===== config.mk =====
export PLATFORM = sky130hd
export DESIGN_NAME = ascii_hex_string_encoder
export DESIGN_NICKNAME = d
export VERILOG_FILES = /design/src/ahse_pkg.sv /design/src/ahse_plan.sv /design/src/ahse_emit.sv /design/src/ascii_hex_string_encoder.sv
export SDC_FILE = /design/constraint.sdc
export NUM_CORES = 1
export LEC_CHECK = 0
export BUFFER_PORTS_ARGS = -buffer_cell sky130_fd_sc_hd__clkbuf_2
export CAP_MARGIN = 15
export CORE_MARGIN = 2
export CORE_UTILIZATION = 62
export CTS_CLUSTER_DIAMETER = 30
export DETAILED_ROUTE_END_ITERATION = 8
export HOLD_SLACK_MARGIN = 0.06
export PLACE_DENSITY = 0.8
export REMOVE_ABC_BUFFERS = 1
export SYNTH_ARGS = -nofsm -noshare
export SYNTH_HDL_FRONTEND = slang
export SYNTH_SLANG_ARGS = --single-unit

===== constraint.sdc =====
create_clock -name clk -period 7.2 [get_ports clk]
set_clock_uncertainty 0.15 [all_clocks]
set_input_delay 2.16 -clock clk [delete_from_list [all_inputs] [get_ports clk]]
set_output_delay 2.16 -clock clk [all_outputs]
set_load 0.05 [all_outputs]

===== src/ahse_pkg.sv =====
// Shared constants, types and helpers for the ASCII hex string encoder.
package ahse_pkg;

  localparam int HEX_DIGITS_PER_LINE = 76;
  localparam int SPLIT_LIMIT         = 64000;
  localparam int BYTES_PER_CHUNK     = (HEX_DIGITS_PER_LINE + 1) / 2;
  localparam int MAX_CHARS           = 12;

  localparam logic [6:0] CH_LT   = 7'h3c;
  localparam logic [6:0] CH_GT   = 7'h3e;
  localparam logic [6:0] CH_NL   = 7'h0a;
  localparam logic [6:0] CH_ZERO = 7'h30;

  localparam logic [5:0]  CHUNK_BYTES = 6'(BYTES_PER_CHUNK);
  localparam logic [15:0] SPLIT_BYTES = 16'(SPLIT_LIMIT);

  // All characters that one input word produces, first one at index 0.
  typedef struct packed {
    logic [MAX_CHARS-1:0][6:0] chars;
    logic [3:0]                cnt;
  } plan_t;

  function automatic logic [6:0] hex_char(input logic [3:0] nib);
    logic [6:0] ext;
    ext = {3'b000, nib};
    if (nib < 4'd10) begin
      return CH_ZERO + ext;
    end else begin
      return 7'h57 + ext;
    end
  endfunction

endpackage


===== src/ahse_plan.sv =====
// Input register stage: tracks chunk and split counts and builds the character list.
module ahse_plan (
  input  logic              clk,
  input  logic              rst,
  input  logic              in_valid,
  output logic              in_ready,
  input  logic [7:0]        data_byte,
  input  logic              block_end,
  output logic              plan_valid,
  input  logic              plan_take,
  output ahse_pkg::plan_t   plan
);
  import ahse_pkg::*;

  logic [5:0]  line_bytes, line_bytes_next;
  logic [15:0] split_bytes, split_bytes_next;
  logic        in_block, in_block_next;
  logic [5:0]  lb_inc;
  logic [15:0] sb_inc;
  logic        chunk_end, do_split, do_newline;
  logic [3:0]  n;
  plan_t       plan_next;
  logic        accept;

  assign in_ready = !plan_valid || plan_take;
  assign accept   = in_valid && in_ready;

  always_comb begin
    lb_inc     = line_bytes + 6'd1;
    sb_inc     = (split_bytes == 16'hffff) ? split_bytes : split_bytes + 16'd1;
    chunk_end  = (lb_inc >= CHUNK_BYTES) || block_end;
    do_split   = chunk_end && (sb_inc >= SPLIT_BYTES);
    do_newline = chunk_end && !do_split && !block_end;

    if (block_end) begin
      line_bytes_next  = '0;
      split_bytes_next = '0;
      in_block_next    = 1'b0;
    end else begin
      line_bytes_next  = chunk_end ? 6'd0 : lb_inc;
      split_bytes_next = do_split ? 16'd0 : sb_inc;
      in_block_next    = 1'b1;
    end
  end

  // Characters are appended in text order; n points at the next free slot.
  always_comb begin
    plan_next = '0;
    n         = '0;
    if (!in_block) begin
      plan_next.chars[n] = CH_LT;
      n = n + 4'd1;
    end
    plan_next.chars[n]         = hex_char(data_byte[7:4]);
    plan_next.chars[n + 4'd1]  = hex_char(data_byte[3:0]);
    n = n + 4'd2;
    if (do_split) begin
      plan_next.chars[n]         = CH_ZERO;
      plan_next.chars[n + 4'd1]  = CH_ZERO;
      plan_next.chars[n + 4'd2]  = CH_GT;
      plan_next.chars[n + 4'd3]  = CH_NL;
      plan_next.chars[n + 4'd4]  = CH_LT;
      n = n + 4'd5;
    end else if (do_newline) begin
      plan_next.chars[n] = CH_NL;
      n = n + 4'd1;
    end
    if (block_end) begin
      plan_next.chars[n]         = CH_ZERO;
      plan_next.chars[n + 4'd1]  = CH_ZERO;
      plan_next.chars[n + 4'd2]  = CH_GT;
      plan_next.chars[n + 4'd3]  = CH_NL;
      n = n + 4'd4;
    end
    plan_next.cnt = n;
  end

  always_ff @(posedge clk) begin
    if (rst) begin
      line_bytes  <= '0;
      split_bytes <= '0;
      in_block    <= 1'b0;
      plan_valid  <= 1'b0;
    end else begin
      if (accept) begin
        line_bytes  <= line_bytes_next;
        split_bytes <= split_bytes_next;
        in_block    <= in_block_next;
      end
      if (in_ready) begin
        plan_valid <= in_valid;
      end
    end
  end

  always_ff @(posedge clk) begin
    if (accept) begin
      plan <= plan_next;
    end
  end

  a_closed_block_clear: assert property (@(posedge clk) disable iff (rst)
    !in_block |-> (line_bytes == 6'd0) && (split_bytes == 16'd0))
    else $error("counts not cleared outside a block");

  a_chunk_bound: assert property (@(posedge clk) disable iff (rst)
    line_bytes < CHUNK_BYTES)
    else $error("chunk count reached chunk length");

  a_plan_count: assert property (@(posedge clk) disable iff (rst)
    plan_valid |-> (plan.cnt >= 4'd2) && (plan.cnt <= 4'(MAX_CHARS)))
    else $error("character count out of range");

endmodule


===== src/ahse_emit.sv =====
// Output stage: walks the buffered character list one character per cycle while out_ready allows it.
module ahse_emit (
  input  logic              clk,
  input  logic              rst,
  input  logic              plan_valid,
  output logic              plan_take,
  input  ahse_pkg::plan_t   plan,
  output logic              out_valid,
  input  logic              out_ready,
  output logic [6:0]        out_char,
  output logic              run_last
);
  import ahse_pkg::*;

  plan_t      cur;
  logic       cur_valid;
  logic [3:0] step;
  logic       out_free, emit, at_end, cur_done;

  assign out_free  = !out_valid || out_ready;
  assign emit      = cur_valid && out_free;
  assign at_end    = (step == cur.cnt - 4'd1);
  assign cur_done  = emit && at_end;
  assign plan_take = plan_valid && (!cur_valid || cur_done);

  always_ff @(posedge clk) begin
    if (rst) begin
      cur_valid <= 1'b0;
      step      <= '0;
      out_valid <= 1'b0;
    end else begin
      if (plan_take) begin
        cur_valid <= 1'b1;
        step      <= '0;
      end else if (cur_done) begin
        cur_valid <= 1'b0;
        step      <= '0;
      end else if (emit) begin
        step <= step + 4'd1;
      end
      if (out_free) begin
        out_valid <= cur_valid;
      end
    end
  end

  always_ff @(posedge clk) begin
    if (plan_take) begin
      cur <= plan;
    end
    if (emit) begin
      out_char <= cur.chars[step];
      run_last <= at_end;
    end
  end

  a_step_in_range: assert property (@(posedge clk) disable iff (rst)
    cur_valid |-> (step < cur.cnt))
    else $error("step ran past the character count");

  a_take_only_when_free: assert property (@(posedge clk) disable iff (rst)
    plan_take |-> (!cur_valid || cur_done))
    else $error("new word loaded over one still being sent");

  a_step_restart: assert property (@(posedge clk) disable iff (rst)
    plan_take |=> (step == 4'd0) && cur_valid)
    else $error("step not restarted on load");

endmodule


===== src/ascii_hex_string_encoder.sv =====
// Top level of the ASCII hex string encoder.
//
// Slave stream: one raw byte per word in s_tdata, s_tlast marks the last
// byte of a block. Master stream: one ASCII character per word in
// m_tdata[6:0], m_tlast marks the last character produced by one input word.
// The text is the hex string form: '<' opens a block, each byte gives two
// lower-case hex digits, a newline ends each chunk of 38 bytes, a split
// inserts "00>\n<" at the first chunk end once 64000 bytes are counted, and
// "00>\n" closes the block. An input word is held in an input register,
// copied to a sequencing register, and each character leaves through an
// output register. The output carries one character per cycle while m_tready
// is high; a word gives two characters normally, three at a chunk end and up
// to eleven at a split that also closes the block, and the next word is
// taken while the current one is still being sent. Reset clears the
// counters, closes any open block and drops all valid flags. When m_tready
// is low, the output register holds and the stages behind it fill, then
// s_tready drops.
module ascii_hex_string_encoder (
  input  logic       clk,
  input  logic       rst,
  input  logic       s_tvalid,
  output logic       s_tready,
  input  logic [7:0] s_tdata,   // [7:0] data_byte
  input  logic       s_tlast,   // block_end
  output logic       m_tvalid,
  input  logic       m_tready,
  output logic [7:0] m_tdata,   // [6:0] out_char, [7] zero
  output logic       m_tlast    // run_last
);
  import ahse_pkg::*;

  plan_t      plan;
  logic       plan_valid;
  logic       plan_take;
  logic [6:0] out_char;

  ahse_plan u_plan (
    .clk        (clk),
    .rst        (rst),
    .in_valid   (s_tvalid),
    .in_ready   (s_tready),
    .data_byte  (s_tdata),
    .block_end  (s_tlast),
    .plan_valid (plan_valid),
    .plan_take  (plan_take),
    .plan       (plan)
  );

  ahse_emit u_emit (
    .clk        (clk),
    .rst        (rst),
    .plan_valid (plan_valid),
    .plan_take  (plan_take),
    .plan       (plan),
    .out_valid  (m_tvalid),
    .out_ready  (m_tready),
    .out_char   (out_char),
    .run_last   (m_tlast)
  );

  assign m_tdata = {1'b0, out_char};

endmodule

==> results of run 1 <==
-- routing by layer --
metal / global-route usage / wire length (µm) / vias up
met5: 0 / 0 / -
met4: 0.0827 / 265 / 0
met3: 0.0589 / 764 / 27
met2: 0.430 / 6870 / 190
met1: 0.330 / 5430 / 2142
li1: - / - / 2118
-- cell type report --
cell class                      instances  area [µm²]
Timing Repair Buffer                   27         155
Clock inverter                         15         159
Fill cell                             689        3010
Clock buffer                           17         414
Multi-Input combinational cell        369        2520
Sequential cell                       134        3720
Inverter                               23        86.3
Tap cell                              136         170
-- per-stage QoR --
| step | instances | util | hold WS, ns |
|---|---|---|---|
| after global placement | 688 | 0.649 | 0.252 |
| after detailed placement | 688 | 0.649 | 0.255 |
| after floorplan | 526 | - | 0.250 |
| after global routing | 721 | 0.706 | 0.266 |
| final | 721 | 0.706 | 0.261 |
| after CTS | 720 | 0.705 | 0.259 |
-- flip-flops by register name, summed over array words and instances, names as in the netlist --
register and flops:
u_emit.step 4, u_emit.cur_valid 1, u_emit.out_char 7, u_emit.cur 48, u_plan.plan_valid 1, u_emit.run_last 1, u_plan.plan 48, u_plan.in_block 1
u_plan.line_bytes 6, u_plan.split_bytes 16, u_emit.out_valid 1
-- path summary, 6_finish.rpt --
path / end / slack, ns / depth (start not counted)
worst max register to register: u_plan.plan[13]$_DFFE_PP_ / 2.23 / 16
worst min register to register: u_emit.cur[72]$_DFFE_PP_ / 0.26 / 0
worst max-delay path: s_tready / 1.32 / 5
worst min-delay path: u_emit.cur[72]$_DFFE_PP_ / 0.26 / 0
-- Yosys cell counts (6+ instances only) --
cell	n	area share
a21oi_1	34	0.026
nor2b_1	8	0.0078
o21ai_0	22	0.017
nand2_1	46	0.027
nor3_1	19	0.015
nand3_1	26	0.020
a211oi_1	7	0.0082
mux4_2	12	0.042
clkbuf_1	20	0.012
a31oi_1	10	0.0097
mux2i_1	9	0.014
nor4_1	6	0.0058
nor2_1	52	0.030
dfxtp_1	30	0.093
inv_1	19	0.011
edfxtp_1	104	0.48
ha_1	11	0.021
nand4_1	6	0.0058
xnor2_1	14	0.019
-- logic make-up after synthesis --
kind of cell | count (synthesis) | synth area share
buffers and inverters | 54 | 0.0355
XOR/XNOR | 18 | 0.0245
flip-flops | 134 | 0.578
AO/OA/AOI/OAI | 120 | 0.130
adder cells (fa/ha/maj) | 12 | 0.0229
multiplexers | 22 | 0.0576
AND/OR/NAND/NOR | 193 | 0.152
other | 1 | 0.000582
-- worst max-delay path, delay by kind of cell --
family,cells,cell delay (ns)
buf+inv,2,0.48
simple gates,2,0.20
compound gates,1,0.73
-- power by group --
| group | switching [mW] | internal, mW |
|---|---|---|
| logic | 0.0813 | 0.0424 |
| clock network | 0.354 | 0.473 |
| registers | 0.0200 | 0.876 |
==> metrics.txt, run 1 <==
Slew HR 0.379; GP Congestion 0.901; Final #Nets 596; Largest stage delay, worst path 0.73 ns; first-pass GRT wire length 21800 µm; area growth from synthesis to layout 12.1%; Final Setup Violations 0; dpl hpwl 8950 µm; Startpoint Class input pin; Pre-Repair DR Iteration Count 5; power density cells 256 nW/µm²; fraction of layout cells with a size suffix above 1 0.162; final worst setup slack 1.32 ns; leak pwr 2.52 nW; vias in the first global route 4155; antenna violations before repair 0; Worst Hold Launch u_plan.plan[72]$_SDFFCE_PN0P_; Seq cells post-synth 134; hold-fix buffers at CTS 0; crit path DAT 3.57 ns; Max Clk Rate 0.170 GHz; I/O pin count 24; critical path launch point m_tready; grt total ovfl 0; Worst-Margin Slew 0.931 ns; Hold Crit Class register to register; diodes inserted 0; largest net degree at the start of global routing 49; die height 106 µm; Final min period 5.88 ns; total of max-cap violations 0; final hold violation count 0; postcts setup bufs 0; Clock Latency Late Sink 0.52 ns; starting density of the core 0.630; setup_tns 0 ns; wire per inst 18.5 µm; pre-CTS WS 1.27 ns; core footprint 10200 µm²; CTS clk-pin slew, worst paths 0.07 ns; Req. time, crit path 4.89 ns; crit path capture type output pin; Post-synth EDFFs 104; placement row count 37; RSZ-0062 raised after global routing no; Die X 106 µm; Placed Area 6640 µm²; Synth Warn # 0; Total GRT Usage 0.255; Via Count 4477; Residual DRC 0; status completed; Max Slew Vio Count 0; Setup CP Type input pin to output pin; clock sink total 134; Synth Cell Area 6450 µm²; most frequent CP cell clkbuf_2; most frequent cells in the layout edfxtp_1 (104), nor2_1 (52), nand2_1 (46), a21oi_1 (33), dfxtp_1 (30); DR vias/cell 6.21; htree depth 4; Critical Path, Cell by Cell clkbuf_2 > nand2b_1 > nand2_1 > o41ai_1 > clkbuf_2; Final Cell Area 7230 µm²; fin crit share 0.817; post-synthesis sequential area ratio 0.578; I/O Buffers 22; Max VDD drop 0.138 mV; Tot Pwr 1.85 mW; slowest cell on the critical path o41ai_1; die footprint 11200 µm²; # resized after CTS 0; CTS tree yes; Routed Antenna Nets 0; Worst Path Max Fanout 4; DR iter-0 viols 541; Cells after Synth 554; ys async rst share 0; Max Root-Sink Buffers 2; Clk Tree Root Cell clkbuf_8; Synth Flop Type edfxtp_1; Mean Syn Cell Area 11.6 µm²; commonest non-fill, non-tap cell in the layout edfxtp_1; Inserted Clock Buffers 17; Crit Reg-Reg Startpoint u_plan.split_bytes[9]$_SDFFE_PP0P_; final wirelength 13300 µm; Synth cell types 74
Power figures use the tool's default switching activity.
==> run 2, diff against run 1 <==
Settings changed: CORE_UTILIZATION 62 to 56, PLACE_DENSITY 0.8 to 0.76.
Clock period 7.2 ns to 5.35 ns, I/O delays scaled along.
==> run 2 against run 1 <==
  * Final cell count increased by 1.8%
  * Clock power is 40% higher
  * First-iteration DRC count fell by 15%
  * Critical path depth grew 11
  * Non-clock buffer count rose by 6
  * Sequential share of layout area down 0.59 points
  * Routed wire length decreased by 1.4%
  * Total power up 37%
  * Sequential power is 34% higher
  * Setup slack worse by 0.68 ns
  * Die area up 10%
  * Highest routed layer unchanged
==> metrics.txt, run 2 (synthesis gave the netlist of run 1 again) <==
total of max-cap violations 0 (unchanged); die footprint 12400 µm² (+10%); Die X 111 µm (+5.0%); Final min period 4.71 ns; crit path capture type register; Req. time, crit path 5.37 ns (+0.48 ns); Max Clk Rate 0.212 GHz; dpl hpwl 8990 µm (+0.50%); setup_tns 0 ns (unchanged); I/O pin count 24 (unchanged); Total GRT Usage 0.223 (-0.0326); DR vias/cell 6.11 (-1.6%); Slew HR 0.457 (+0.0784); Final #Nets 602 (+1.0%); die height 111 µm (+5.0%); clock sink total 134 (unchanged); first-pass GRT wire length 21500 µm (-1.1%); area growth from synthesis to layout 13.4%; htree depth 4 (unchanged); Max Slew Vio Count 0 (unchanged); Final Setup Violations 0 (unchanged); hold path cells 0 (unchanged); Setup CP Type register to register; placement row count 39 (+5.4%); Max Root-Sink Buffers 2 (unchanged); Tot Pwr 2.53 mW (+37%); Routed Antenna Nets 0 (unchanged); largest net degree at the start of global routing 49 (unchanged); worst reg2reg path depth 16 (unchanged); Worst Path Max Fanout 16 (+12); fin crit share 0.881; Pre-Repair DR Iteration Count 7 (+2); commonest non-fill, non-tap cell in the layout edfxtp_1; Via Count 4483 (+0.13%); Max VDD drop 0.257 mV (+86%); GP Congestion 0.884 (-1.8%); Clk Tree Root Cell clkbuf_16; Startpoint Class register; vias in the first global route 4278 (+3.0%); RSZ-0062 raised after global routing no; crit path DAT 4.73 ns (+1.16 ns); Top Registers u_emit.cur (48), u_plan.plan (48), u_plan.split_bytes (16); wire per inst 17.9 µm (-3.2%); fraction of layout cells with a size suffix above 1 0.166 (+0.00343); antenna violations before repair 0 (unchanged); DR iter-0 viols 459 (-15%); Inserted Clock Buffers 17 (unchanged); CTS tree yes; grt total ovfl 0 (unchanged); Residual DRC 0 (unchanged); core footprint 11300 µm² (+11%); Worst-Margin Slew 0.813 ns (-0.117 ns); power density cells 346 nW/µm² (+35%); postcts setup bufs 0 (unchanged); Hold Crit Class register to register; starting density of the core 0.570 (-0.0607); final hold violation count 0 (unchanged); leak pwr 2.55 nW (+0.97%); I/O Buffers 22 (unchanged); status completed; Clock Latency Late Sink 0.42 ns (-0.10 ns); final wirelength 13100 µm (-1.4%); CTS clk-pin slew, worst paths 0.06 ns (about the same); diodes inserted 0 (unchanged); most frequent cells in the layout edfxtp_1 (104), nor2_1 (52), nand2_1 (46), a21oi_1 (33), dfxtp_1 (30)
run 2: cell types whose count changed in the layout (fill, tap and decap cells not counted), moves of 2 or more:
cell        delta
clkinvlp_4     +2
inv_8          -4
bufinv_16      +2
inv_6          -4
clkbuf_1       +2
buf_4          +6
clkinv_1       +3
run 2: path summary, 6_finish.rpt:
check                                           from                         to  slack, ns
setup / recovery  u_plan.split_bytes[9]$_SDFFE_PP0P_  u_plan.plan[13]$_DFFE_PP_       0.64
hold / removal             u_plan.plan[21]$_DFFE_PP_   u_emit.cur[21]$_DFFE_PP_       0.26
setup reg to reg  u_plan.split_bytes[9]$_SDFFE_PP0P_  u_plan.plan[13]$_DFFE_PP_       0.64
hold reg to reg            u_plan.plan[21]$_DFFE_PP_   u_emit.cur[21]$_DFFE_PP_       0.26
run 2: per-stage QoR:
stage	cell area, µm²	worst slack, ns	utilization	hold WS, ns	std cells
final	7310	0.638	0.646	0.262	734
after global routing	7310	0.209	0.646	0.271	734
after CTS	7300	0.510	0.645	0.264	734
after detailed placement	6710	0.415	0.593	0.255	702
after global placement	6710	0.575	0.593	0.251	702
after floorplan	6320	-1.45	-	0.250	526
run 2: worst max-delay path, cell delays in order (launching register included):
cell      delay, ns
dfxtp_1        0.53
nand4_1        0.24
or4_4          0.58
a211oi_2       0.32
a311o_1        0.29
nor2_4         0.10
nor2b_1        0.14
ha_2           0.37
nand2_1        0.19
o21ai_0        0.19
ha_1           0.17
nor2b_1        0.28
and2_1         0.21
nand2_1        0.06
a31oi_1        0.33
inv_2          0.10
a22o_1         0.22
run 2: timing repair:
item	4_1_cts	5_1_grt
endpoints found under the hold margin	0	0
endpoints found under the setup margin	0	3
hold buffers	0	0
resized for setup	0	2
run 2: area by class of cell:
| cell class | count | area [µm²] |
|---|---|---|
| clock buffer | 19 | 433 |
| clock inverter | 13 | 156 |
| fill | 838 | 4010 |
| inverter | 23 | 86.3 |
| multi-input combinational | 369 | 2530 |
| sequential | 134 | 3720 |
| tap | 143 | 179 |
| timing repair buffer | 33 | 205 |
run 2: power by group:
group | total, mW | switching [mW] | internal (mW) | leakage, nW
sequential | 1.20 | 0.0215 | 1.18 | 1.22
combinational | 0.172 | 0.113 | 0.0593 | 1.06
clock | 1.16 | 0.427 | 0.728 | 0.268
run 2: per-layer routing:
layer  routed length, µm  GRT usage
met1                5430      0.268
met2                6850      0.391
met3                 582     0.0492
met4                 288     0.0897
met5                   0          0
